<file path="src/sv/ali_pkg.sv">
package ali_pkg;

   // Default list depth.
   localparam int CAPACITY_DEF = 16;

   // Width of one stored value.
   localparam int DATA_W = 32;

   // Command opcodes.
   localparam logic [1:0] OP_INSERT = 2'd0;
   localparam logic [1:0] OP_DELETE = 2'd1;
   localparam logic [1:0] OP_FIND   = 2'd2;

   // Response status codes.
   localparam logic [1:0] ST_OK      = 2'd0;
   localparam logic [1:0] ST_FULL    = 2'd1;
   localparam logic [1:0] ST_MISSING = 2'd2;

   typedef struct packed {
      logic [1:0]               opcode;
      logic signed [DATA_W-1:0] value;
   } req_type;

   typedef struct packed {
      logic [1:0] status;
      logic [3:0] match_index;
      logic [4:0] entries_now;
   } rsp_type;

endpackage

</file>
<file path="src/sv/ali_ram.sv">
module ali_ram #(
   parameter int WIDTH = 32,
   parameter int DEPTH = 16,
   localparam int AW = (DEPTH > 1) ? $clog2(DEPTH) : 1
) (
   input  logic             clock,
   input  logic             wr_en,
   input  logic [AW-1:0]    wr_addr,
   input  logic [WIDTH-1:0] wr_data,
   input  logic             rd_en,
   input  logic [AW-1:0]    rd_addr,
   output logic [WIDTH-1:0] rd_data
);

   logic [WIDTH-1:0] mem [DEPTH];

   always_ff @(posedge clock) begin
      if (wr_en) begin
         mem[wr_addr] <= wr_data;
      end
   end

   // Registered read port.
   always_ff @(posedge clock) begin
      if (rd_en) begin
         rd_data <= mem[rd_addr];
      end
   end

endmodule

</file>
<file path="src/sv/array_list_insert_front_delete_unit.sv">
// Channel    | Direction | Handshake            | Payload
// request    | in        | req_valid/req_ready  | req_data  (opcode, value)
// response   | out       | rsp_valid/rsp_ready  | rsp_data  (status, match_index, entries_now)
//
// Insert at front, insert into a full list and the unused opcode go from idle straight to the done state.
// Find and delete walk the list through the single read port of the entry RAM and
// one 32-bit equality comparator, one entry per cycle; delete then moves each later
// entry down one place, one per cycle.
// Reset clears the count, the head pointer and the sequencer; the RAM is not cleared.
// A response stalled on rsp_ready holds in the output register while the next request
// is taken; only the final hand-off waits for the output register to free up.

module array_list_insert_front_delete_unit #(
   parameter int CAPACITY = ali_pkg::CAPACITY_DEF
) (
   input  logic            clock,
   input  logic            reset,
   input  logic            req_valid,
   output logic            req_ready,
   input  ali_pkg::req_type req_data,
   output logic            rsp_valid,
   input  logic            rsp_ready,
   output ali_pkg::rsp_type rsp_data
);

   import ali_pkg::*;

   // The list lives in a circular buffer. Position i of the list sits at physical
   // address (head + i) mod CAPACITY, so an insert at the front only moves the head
   // down by one and writes a single entry.
   localparam int AW = (CAPACITY > 1) ? $clog2(CAPACITY) : 1;
   localparam int IW = $clog2(CAPACITY + 1);
   localparam int XW = (IW > 5) ? IW : 5;

   localparam logic [IW-1:0] CAP_I = IW'(CAPACITY);
   localparam logic [AW:0]   CAP_A = (AW + 1)'(CAPACITY);
   localparam logic [AW-1:0] LAST_A = AW'(CAPACITY - 1);

   // Sequencer states.
   localparam logic [1:0] S_IDLE  = 2'd0;
   localparam logic [1:0] S_SCAN  = 2'd1;
   localparam logic [1:0] S_SHIFT = 2'd2;
   localparam logic [1:0] S_DONE  = 2'd3;

   logic [1:0]        state_ff, state_in;
   logic [AW-1:0]     head_ff, head_in;
   logic [IW-1:0]     count_ff, count_in;
   logic [1:0]        op_ff, op_in;
   logic [DATA_W-1:0] value_ff, value_in;
   logic [IW-1:0]     rd_idx_ff, rd_idx_in;
   logic              cmp_valid_ff, cmp_valid_in;
   logic [IW-1:0]     wr_idx_ff, wr_idx_in;
   logic [IW-1:0]     pos_ff, pos_in;
   logic [1:0]        status_ff, status_in;
   logic              rsp_valid_ff, rsp_valid_in;
   rsp_type           rsp_data_ff, rsp_data_in;

   logic              ram_wr_en;
   logic [AW-1:0]     ram_wr_addr;
   logic [DATA_W-1:0] ram_wr_data;
   logic              ram_rd_en;
   logic [AW-1:0]     ram_rd_addr;
   logic [DATA_W-1:0] ram_rd_data;

   logic [AW-1:0]     head_dec;
   logic [IW-1:0]     cmp_idx;
   logic [XW-1:0]     pos_ext;
   logic [XW-1:0]     count_ext;

   // Maps a list position to its RAM address; the sum stays below twice the
   // capacity, so one compare and subtract wraps it.
   function automatic logic [AW-1:0] phys(input logic [AW-1:0] base,
                                          input logic [IW-1:0] idx);
      logic [AW:0] sum;
      sum = {1'b0, base} + {1'b0, idx[AW-1:0]};
      if (sum >= CAP_A) begin
         sum = sum - CAP_A;
      end
      return sum[AW-1:0];
   endfunction

   assign head_dec  = (head_ff == '0) ? LAST_A : head_ff - 1'b1;
   assign cmp_idx   = rd_idx_ff - 1'b1;
   assign pos_ext   = XW'(pos_ff);
   assign count_ext = XW'(count_ff);

   assign req_ready = (state_ff == S_IDLE);
   assign rsp_valid = rsp_valid_ff;
   assign rsp_data  = rsp_data_ff;

   always_comb begin
      state_in     = state_ff;
      head_in      = head_ff;
      count_in     = count_ff;
      op_in        = op_ff;
      value_in     = value_ff;
      rd_idx_in    = rd_idx_ff;
      cmp_valid_in = 1'b0;
      wr_idx_in    = wr_idx_ff;
      pos_in       = pos_ff;
      status_in    = status_ff;
      ram_wr_en    = 1'b0;
      ram_wr_addr  = phys(head_ff, wr_idx_ff);
      ram_wr_data  = ram_rd_data;
      ram_rd_en    = 1'b0;
      ram_rd_addr  = phys(head_ff, rd_idx_ff);
      rsp_valid_in = rsp_valid_ff && !rsp_ready;
      rsp_data_in  = rsp_data_ff;

      unique case (state_ff)
         S_IDLE: begin
            if (req_valid) begin
               op_in     = req_data.opcode;
               value_in  = req_data.value;
               pos_in    = '0;
               status_in = ST_OK;
               rd_idx_in = '0;
               wr_idx_in = '0;
               if (req_data.opcode == OP_INSERT) begin
                  // The new entry goes straight into the slot below the head.
                  if (count_ff >= CAP_I) begin
                     status_in = ST_FULL;
                  end else begin
                     head_in     = head_dec;
                     ram_wr_en   = 1'b1;
                     ram_wr_addr = head_dec;
                     ram_wr_data = req_data.value;
                     count_in    = count_ff + 1'b1;
                  end
                  state_in = S_DONE;
               end else if (req_data.opcode == OP_DELETE ||
                            req_data.opcode == OP_FIND) begin
                  if (count_ff == '0) begin
                     status_in = ST_MISSING;
                     state_in  = S_DONE;
                  end else begin
                     state_in = S_SCAN;
                  end
               end else begin
                  // The unused opcode changes nothing and reports success.
                  state_in = S_DONE;
               end
            end
         end

         S_SCAN: begin
            // One read is issued per cycle; the comparator checks the entry
            // read in the cycle before.
            if (rd_idx_ff < count_ff) begin
               ram_rd_en    = 1'b1;
               rd_idx_in    = rd_idx_ff + 1'b1;
               cmp_valid_in = 1'b1;
            end
            if (cmp_valid_ff) begin
               if (ram_rd_data == value_ff) begin
                  pos_in       = cmp_idx;
                  cmp_valid_in = 1'b0;
                  if (op_ff == OP_DELETE) begin
                     rd_idx_in = cmp_idx + 1'b1;
                     wr_idx_in = cmp_idx;
                     state_in  = S_SHIFT;
                  end else begin
                     state_in = S_DONE;
                  end
               end else if (rd_idx_ff == count_ff) begin
                  status_in = ST_MISSING;
                  state_in  = S_DONE;
               end
            end
         end

         S_SHIFT: begin
            // Each later entry is read and, in the next cycle, written one place lower.
            if (rd_idx_ff < count_ff) begin
               ram_rd_en    = 1'b1;
               rd_idx_in    = rd_idx_ff + 1'b1;
               cmp_valid_in = 1'b1;
            end
            if (cmp_valid_ff) begin
               ram_wr_en = 1'b1;
               wr_idx_in = wr_idx_ff + 1'b1;
            end
            if (!cmp_valid_ff && rd_idx_ff >= count_ff) begin
               count_in = count_ff - 1'b1;
               state_in = S_DONE;
            end
         end

         S_DONE: begin
            if (!rsp_valid_ff || rsp_ready) begin
               rsp_valid_in            = 1'b1;
               rsp_data_in.status      = status_ff;
               rsp_data_in.match_index = pos_ext[3:0];
               rsp_data_in.entries_now = count_ext[4:0];
               state_in                = S_IDLE;
            end
         end
      endcase
   end

   always_ff @(posedge clock) begin
      if (reset) begin
         state_ff     <= S_IDLE;
         head_ff      <= '0;
         count_ff     <= '0;
         cmp_valid_ff <= 1'b0;
         rsp_valid_ff <= 1'b0;
      end else begin
         state_ff     <= state_in;
         head_ff      <= head_in;
         count_ff     <= count_in;
         cmp_valid_ff <= cmp_valid_in;
         rsp_valid_ff <= rsp_valid_in;
      end
   end

   always_ff @(posedge clock) begin
      op_ff       <= op_in;
      value_ff    <= value_in;
      rd_idx_ff   <= rd_idx_in;
      wr_idx_ff   <= wr_idx_in;
      pos_ff      <= pos_in;
      status_ff   <= status_in;
      rsp_data_ff <= rsp_data_in;
   end

   ali_ram #(
      .WIDTH (DATA_W),
      .DEPTH (CAPACITY)
   ) u_ram (
      .clock   (clock),
      .wr_en   (ram_wr_en),
      .wr_addr (ram_wr_addr),
      .wr_data (ram_wr_data),
      .rd_en   (ram_rd_en),
      .rd_addr (ram_rd_addr),
      .rd_data (ram_rd_data)
   );

endmodule

</file>
<file path="config.mk">
export PLATFORM = sky130hd
export DESIGN_NAME = array_list_insert_front_delete_unit
export DESIGN_NICKNAME = d
export VERILOG_FILES = /design/src/sv/ali_pkg.sv /design/src/sv/ali_ram.sv /design/src/sv/array_list_insert_front_delete_unit.sv
export SDC_FILE = /design/constraint.sdc
export NUM_CORES = 1
export LEC_CHECK = 0
export BUFFER_PORTS_ARGS = -buffer_cell sky130_fd_sc_hd__buf_2
export CORE_MARGIN = 4
export CORE_UTILIZATION = 50
export DETAILED_ROUTE_END_ITERATION = 8
export PLACE_DENSITY_LB_ADDON = 0.2
export SYNTH_ARGS = -nofsm -noshare
export SYNTH_HDL_FRONTEND = slang
export SYNTH_SLANG_ARGS = --single-unit
</file>
<file path="constraint.sdc">
create_clock -name clock -period 3.6 [get_ports clock]
set_input_delay 0.18 -clock clock [delete_from_list [all_inputs] [get_ports clock]]
set_output_delay 0.18 -clock clock [all_outputs]
set_load 0.1 [all_outputs]
</file>
; Word level (Yosys, flattened, before mapping)
; Memories as Yosys holds them, arrays and structs flattened. A register that Yosys moved wholly into a read port is not among the register bits.
; Cells that the tools add are included.
[classes]
n_addsub = 11
n_lt_le_gt_ge = 5
eq_ne = 20
n_mux = 64
bitwise = 1
reduce_logical = 24
[ops]
columns = op, n
row1 = $mux W32, 4
row2 = $mux W5, 13
row3 = $mux W4, 9
row4 = $eq A32 B32 Y1, 1
row5 = $mux W2, 16
row6 = $pmux W5 S3, 2
row7 = $add A5 B1 Y5 const B, 4
row8 = $ne A2 B2 Y1 const B, 10
row9 = $ge A5 B5 Y1 const B, 3
row10 = $reduce_and A5 Y1, 3
row11 = $mux W1, 14
row12 = $sub A4 B1 Y4 const B, 3
row13 = $add A4 B4 Y5, 2
row14 = $pmux W5 S2, 1
row15 = $sub A5 B1 Y5 const B, 2
row16 = $pmux W2 S4, 1
row17 = $pmux W4 S2, 1
row18 = $reduce_and A4 Y1, 2
row19 = $eq A2 B1 Y1 const B, 3
row20 = $eq A2 B2 Y1 const B, 3
row21 = $reduce_and A2 Y1, 3
row22 = $reduce_and A6 Y1, 1
row23 = $eq A5 B5 Y1, 1
row24 = $ge A5 B5 Y1, 1
row25 = 15 further kinds, 22
[word_totals]
register_bits = 74
mem_bits_rw = 512
in_bits = 38
output_inout_bits = 13
memories = 1
[memory_table]
columns = name, words, width, rd, rd_clocked_by_memory_dff, wr, line_no
row1 = u_ram.mem, 16, 32, 1, 1, 1, ali_ram.sv:15  ; logic [WIDTH-1:0] mem [DEPTH];

; Depth between registers and ports, before layout
[depth]
ltp_word = 7
ltp_mapped = 11
ltp_nobuf = 10

; By module
; Synthesis repeated with hierarchy kept, for this count alone.
[unflattened]
hier_cells = 1291
area_unflattened_um2 = 24558.6
[modules_own_cells]
columns = module, instances, cells_each, area_each_um2, seq_area_each_um2
row1 = ali_ram, 1, 838, 20174.3, 16335.7
row2 = array_list_insert_front_delete_unit, 1, 453, 4384.2, 2062.0

; Worst setup path after synthesis
; No wires, ideal clock.
[synth_timing]
path_kind = flip-flop to flip-flop
startpoint = reg state_ff[0]
endpoint = mem u_ram.mem[6][0] (enable)
arrival_time_ns = 4.140
slack_ns = -0.961
path_stages_with_launch = 10
cell_sequence = dfxtp_1 > inv_1 > ha_1 > buf_2 > and2_4 > nand3_2 > o41ai_1 > a21o_1 > nand3_1 > nor2_1
[synth_via]
elab_chain_cells = 4
word_cells_on_any_way = 6
cone_classes = 1 x eq/ne / 4 x mux / 1 x reduce/logical
[synth_rtl]
columns = element, line_no
row1 = from (decl), array_list_insert_front_delete_unit.sv:45  ; logic [1:0] state_ff, state_in;
row2 = from (signal assigned), array_list_insert_front_delete_unit.sv:209  ; state_ff <= state_in;
row3 = $logic_not A2 Y1 *, n/a
row4 = named net req_ready, array_list_insert_front_delete_unit.sv:19  ; output logic req_ready,
row5 = $pmux W1 S2, array_list_insert_front_delete_unit.sv:110  ; unique case (state_ff)
row6 = $mux W1, ali_ram.sv:18  ; if (wr_en) begin
row7 = $mux W1 (implied by the code), ali_ram.sv:19  ; mem[wr_addr] <= wr_data;
row8 = to (decl), ali_ram.sv:15
; Mark *: on every way through the listed nets, which the timed path passes. The rest lies on a longest branch.

; Worst setup path after layout
[layout_timing]
startpoint = reg head_ff[0]
endpoint = reg u_ram.rd_data[3], read port of u_ram.mem, data pin
[layout_via]
elab_chain_cells = 3
word_cells_on_any_way = 4
cone_classes = 2 x add/sub / 1 x order compare / 1 x mux
[layout_rtl]
columns = element, line_no
row1 = from (decl), array_list_insert_front_delete_unit.sv:46  ; logic [AW-1:0] head_ff, head_in;
row2 = from (signal assigned), array_list_insert_front_delete_unit.sv:210  ; head_ff <= head_in;
row3 = $add A4 B4 Y5 *, array_list_insert_front_delete_unit.sv:75  ; sum = {1'b0, base} + {1'b0, idx[AW-1:0]};
row4 = $sub A4 B1 Y4 / $ge A5 B5 Y1 (equally long branches), "array_list_insert_front_delete_unit.sv:77, array_list_insert_front_delete_unit.sv:76"
row5 = $mux W4 *, array_list_insert_front_delete_unit.sv:76  ; if (sum >= CAP_A) begin
row6 = to (decl), ali_ram.sv:12  ; output logic [WIDTH-1:0] rd_data
; Mark *: on every way between the ends. The rest lies on a longest branch, timed or not.
; A chain may end at the register's enable or synchronous reset.

==> flow_summary.json <==
{
  "status": "completed",
  "tightest_slew_ns": 0.9968,
  "critical_path_class": "register to register",
  "end_kind": "register",
  "grt_start_max_net_pins": 47,
  "use_met2_pct": 36.74,
  "r2r_slack_ns": 0.51,
  "slowest_stage": "fa_4",
  "hold_path.class": "input port to register",
  "synthArstFlopShare_pct": 0,
  "root_buffer": "clkbuf_16",
  "io_buffer_count": 50,
  "antenna_found_initial": 0,
  "setup_viol_count_final": 0,
  "grt_pass1_wl_um": 87000,
  "ir_drop_mv": 0.4148,
  "yosysTopAreaCell": "edfxtp_1",
  "slew_viol_final": 0,
  "drtIter0Drc": 1216,
  "synth.distinct_cells": 53,
  "die_h_um": 230.7,
  "die-area_um2": 53240,
  "synth_common_cells": "604 x edfxtp_1, 177 x nand2_1, 128 x mux4_2, 47 x xnor2_1, 36 x a211oi_1",
  "cts.path.max_buffers": 3,
  "crit_chain": "ha_4, inv_1, fa_4, buf_12, mux4_2, and2_1, a211oi_1, a31oi_1",
  "ys_ff_latch": 617,
  "tritoncts": "built",
  "path_clk_slew_ns": 0.06,
  "dp_hpwl_um": 32380,
  "seq_area_frac_synth_pct": 74.17,
  "grt_pass1_vias": 13380,
  "clock.fmax_mhz": 323.2,
  "overflow": 0,
  "yosys.cell_count.top_type": "edfxtp_1",
  "grt_use_total_pct": 22.15,
  "synthTopCellsByArea": "edfxtp_1 73%, mux4_2 12%, nand2_1 2.7%",
  "rows": 81,
  "top_usage_layer": "met2",
  "r2r-start": "head_ff[0]$_SDFFE_PP0P_",
  "syn_nets": 1418,
  "dieWidth_um": 230.7,
  "viasPerCell": 5.896,
  "yosysWarnings": 0,
  "ios": 51,
  "cap_viol_max_count": 0,
  "diodes": 0,
  "rr_endpoint": "u_ram.rd_data[3]$_DFFE_PP_",
  "skew_ns": 0.01657,
  "powerDensity_nw_per_um2": 818.4,
  "leakage_nw": 9.425,
  "hold_viol_final": 0,
  "drt_first_pass_iters": 5,
  "route.detailed.drc": 0,
  "cts_buffers": 60,
  "cp_data_required_time_ns": 3.94,
  "whs_endpoint": "rd_idx_ff[3]$_DFFE_PP_",
  "fin_tns_setup_ns": 0,
  "wl_per_cell_um": 26.00,
  "synth_top_cell_area_share_pct": 73.12,
  "fin_nets": 1577,
  "synth-main-ff-cell": "edfxtp_1",
  "initial_core_util_pct": 50.68,
  "drive_above_1_share_pct": 23.06,
  "cp-start-kind": "register",
  "finalCritPeriodShare_pct": 85.94,
  "post_cts_buffers": 0,
  "totalWireLength_um": 57840,
  "syn_area_um2": 24810,
  "post-route-util_pct": 58.88,
  "synth_edf_count": 604,
  "drtAntennaViolNets": 0,
  "grt_util_met3_pct": 3.653,
  "hold_start": "req_valid",
  "arrival_ns": 3.44,
  "slowest_delay_ns": 0.95,
  "period_minus_slack_ns": 3.094,
  "gp_congestion": 0.8154,
  "path_max_fanout": 46,
  "max_slew_margin_pct": 33.22,
  "fp.coreArea_um2": 48950,
  "vias": 13120,
  "synth_cells": 1353,
  "rsz0062_at_grt": "false",
  "whs_path_depth": 3,
  "clock_latency_ns": 0.61,
  "numClockSinks": 617,
  "cts_max_level": 2,
  "grtUsageMet1_pct": 31.25,
  "ff2ff_path_depth": 8,
  "area_growth_pct": 16.18,
  "avgSynthCellArea_um2": 18.33
}
cell type report:
cell class	count	area [um2]
clock buffers	80	1577
well taps	664	830.8
multi-input cells	647	6203
clock inverters	31	282.8
inverters	26	97.59
repair buffers	160	1431
flip-flops and latches	617	18400
fillers	3562	20130
repair_timing:
action	CTS	global route
hold buffers	37	0
gates resized for setup	0	0
hold endpoints to repair	43	0
flip-flops by register name, summed over array words and instances (netlist names):
register       cells
u_ram.mem        512
u_ram.rd_data     32
value_ff          32
rsp_data          11
count_ext          5
rd_idx_ff          5
head_ff            4
pos_ext            4
wr_idx_ff          4
op_ff              2
state_ff           2
status_ff          2
cmp_valid_ff       1
rsp_valid          1
routing by layer:
metal / routed length [um] / vias to the layer above / part of all wire, %
li1: - / 5679 / -
met1: 23860 / 6860 / 41
met2: 28870 / 494 / 50
met3: 3721 / 85 / 6.4
met4: 1382 / 0 / 2.4
met5: 0 / - / 0
placed cells by master (no fill, tap or decap), drive strengths merged, types with 4 or more instances in the layout:
cell type / count
bufinv: 5
nand4: 12
edfxtp: 604
clkbuf: 80
mux4: 128
o21ai: 17
o21a: 8
nor3: 4
nand2: 177
dlygate4sd3: 37
nand3: 10
xnor2: 47
ha: 24
a31oi: 33
buf: 123
dfxtp: 13
clkinv: 25
and2: 37
inv: 26
xor2: 7
a21oi: 20
a21o: 8
nor2: 35
nor2b: 8
a211oi: 36
worst max path at each step:
stage	start	endpoint	slack, ns	depth (start not counted)
4_1_cts	head_ff[0]$_SDFFE_PP0P_	u_ram.rd_data[26]$_DFFE_PP_	0.52	8
3_3_place_gp	head_ff[0]$_SDFFE_PP0P_	u_ram.rd_data[26]$_DFFE_PP_	0.58	8
6_report	head_ff[0]$_SDFFE_PP0P_	u_ram.rd_data[3]$_DFFE_PP_	0.51	8
3_5_place_dp	head_ff[0]$_SDFFE_PP0P_	u_ram.rd_data[26]$_DFFE_PP_	0.51	8
5_1_grt	u_ram.rd_data[11]$_DFFE_PP_	wr_idx_ff[2]$_DFFE_PP_	0.31	7
2_1_floorplan	state_ff[0]$_SDFFE_PP0P_	u_ram.mem[5][0]$_DFFE_PP_	0.01	9
through the flow:
stage / setup slack [ns] / std cells / power, W / cell area [um2] / hold slack [ns]
finish: 0.5063 / 2225 / 0.02359 / 28820 / 0.1384
global route: 0.3110 / 2225 / 0.02480 / 28820 / 0.1362
detailed placement: 0.5085 / 2077 / 0.01776 / 26590 / 0.3734
global placement: 0.5765 / 2077 / 0.01760 / 26590 / 0.3729
floorplan: 0.01459 / 1353 / 0.01536 / 24930 / 0.2789
CTS: 0.5196 / 2225 / 0.02380 / 28820 / 0.1126
power breakdown:
group	switching [W]	leakage (nW)	internal, W
Clock	0.00258	0.900	0.00342
Combinational	0.00460	2.94	0.00316
Sequential	0.000284	5.59	0.00955
Total	0.00746	9.43	0.0161
worst max-delay path, delay by kind of cell (launching register included):
family	cells	cell delay (ns)
fa+ha+maj	2	1.13
flops	1	0.48
buf+inv	2	0.35
mux	1	0.34
compound gates	2	0.30
simple gates	1	0.17
cell families after synthesis:
logic type | count (synthesis) | synth area share, %
and+or+nand+nor | 297 | 5.402
DFF | 617 | 74.17
xor gates and xnor gates | 54 | 1.907
buffers and inverters | 89 | 1.543
AOI/OAI and AO/OA | 137 | 3.743
muxes | 132 | 11.79
adders and majority gates | 27 | 1.453
Power figures use the tool's default switching activity.
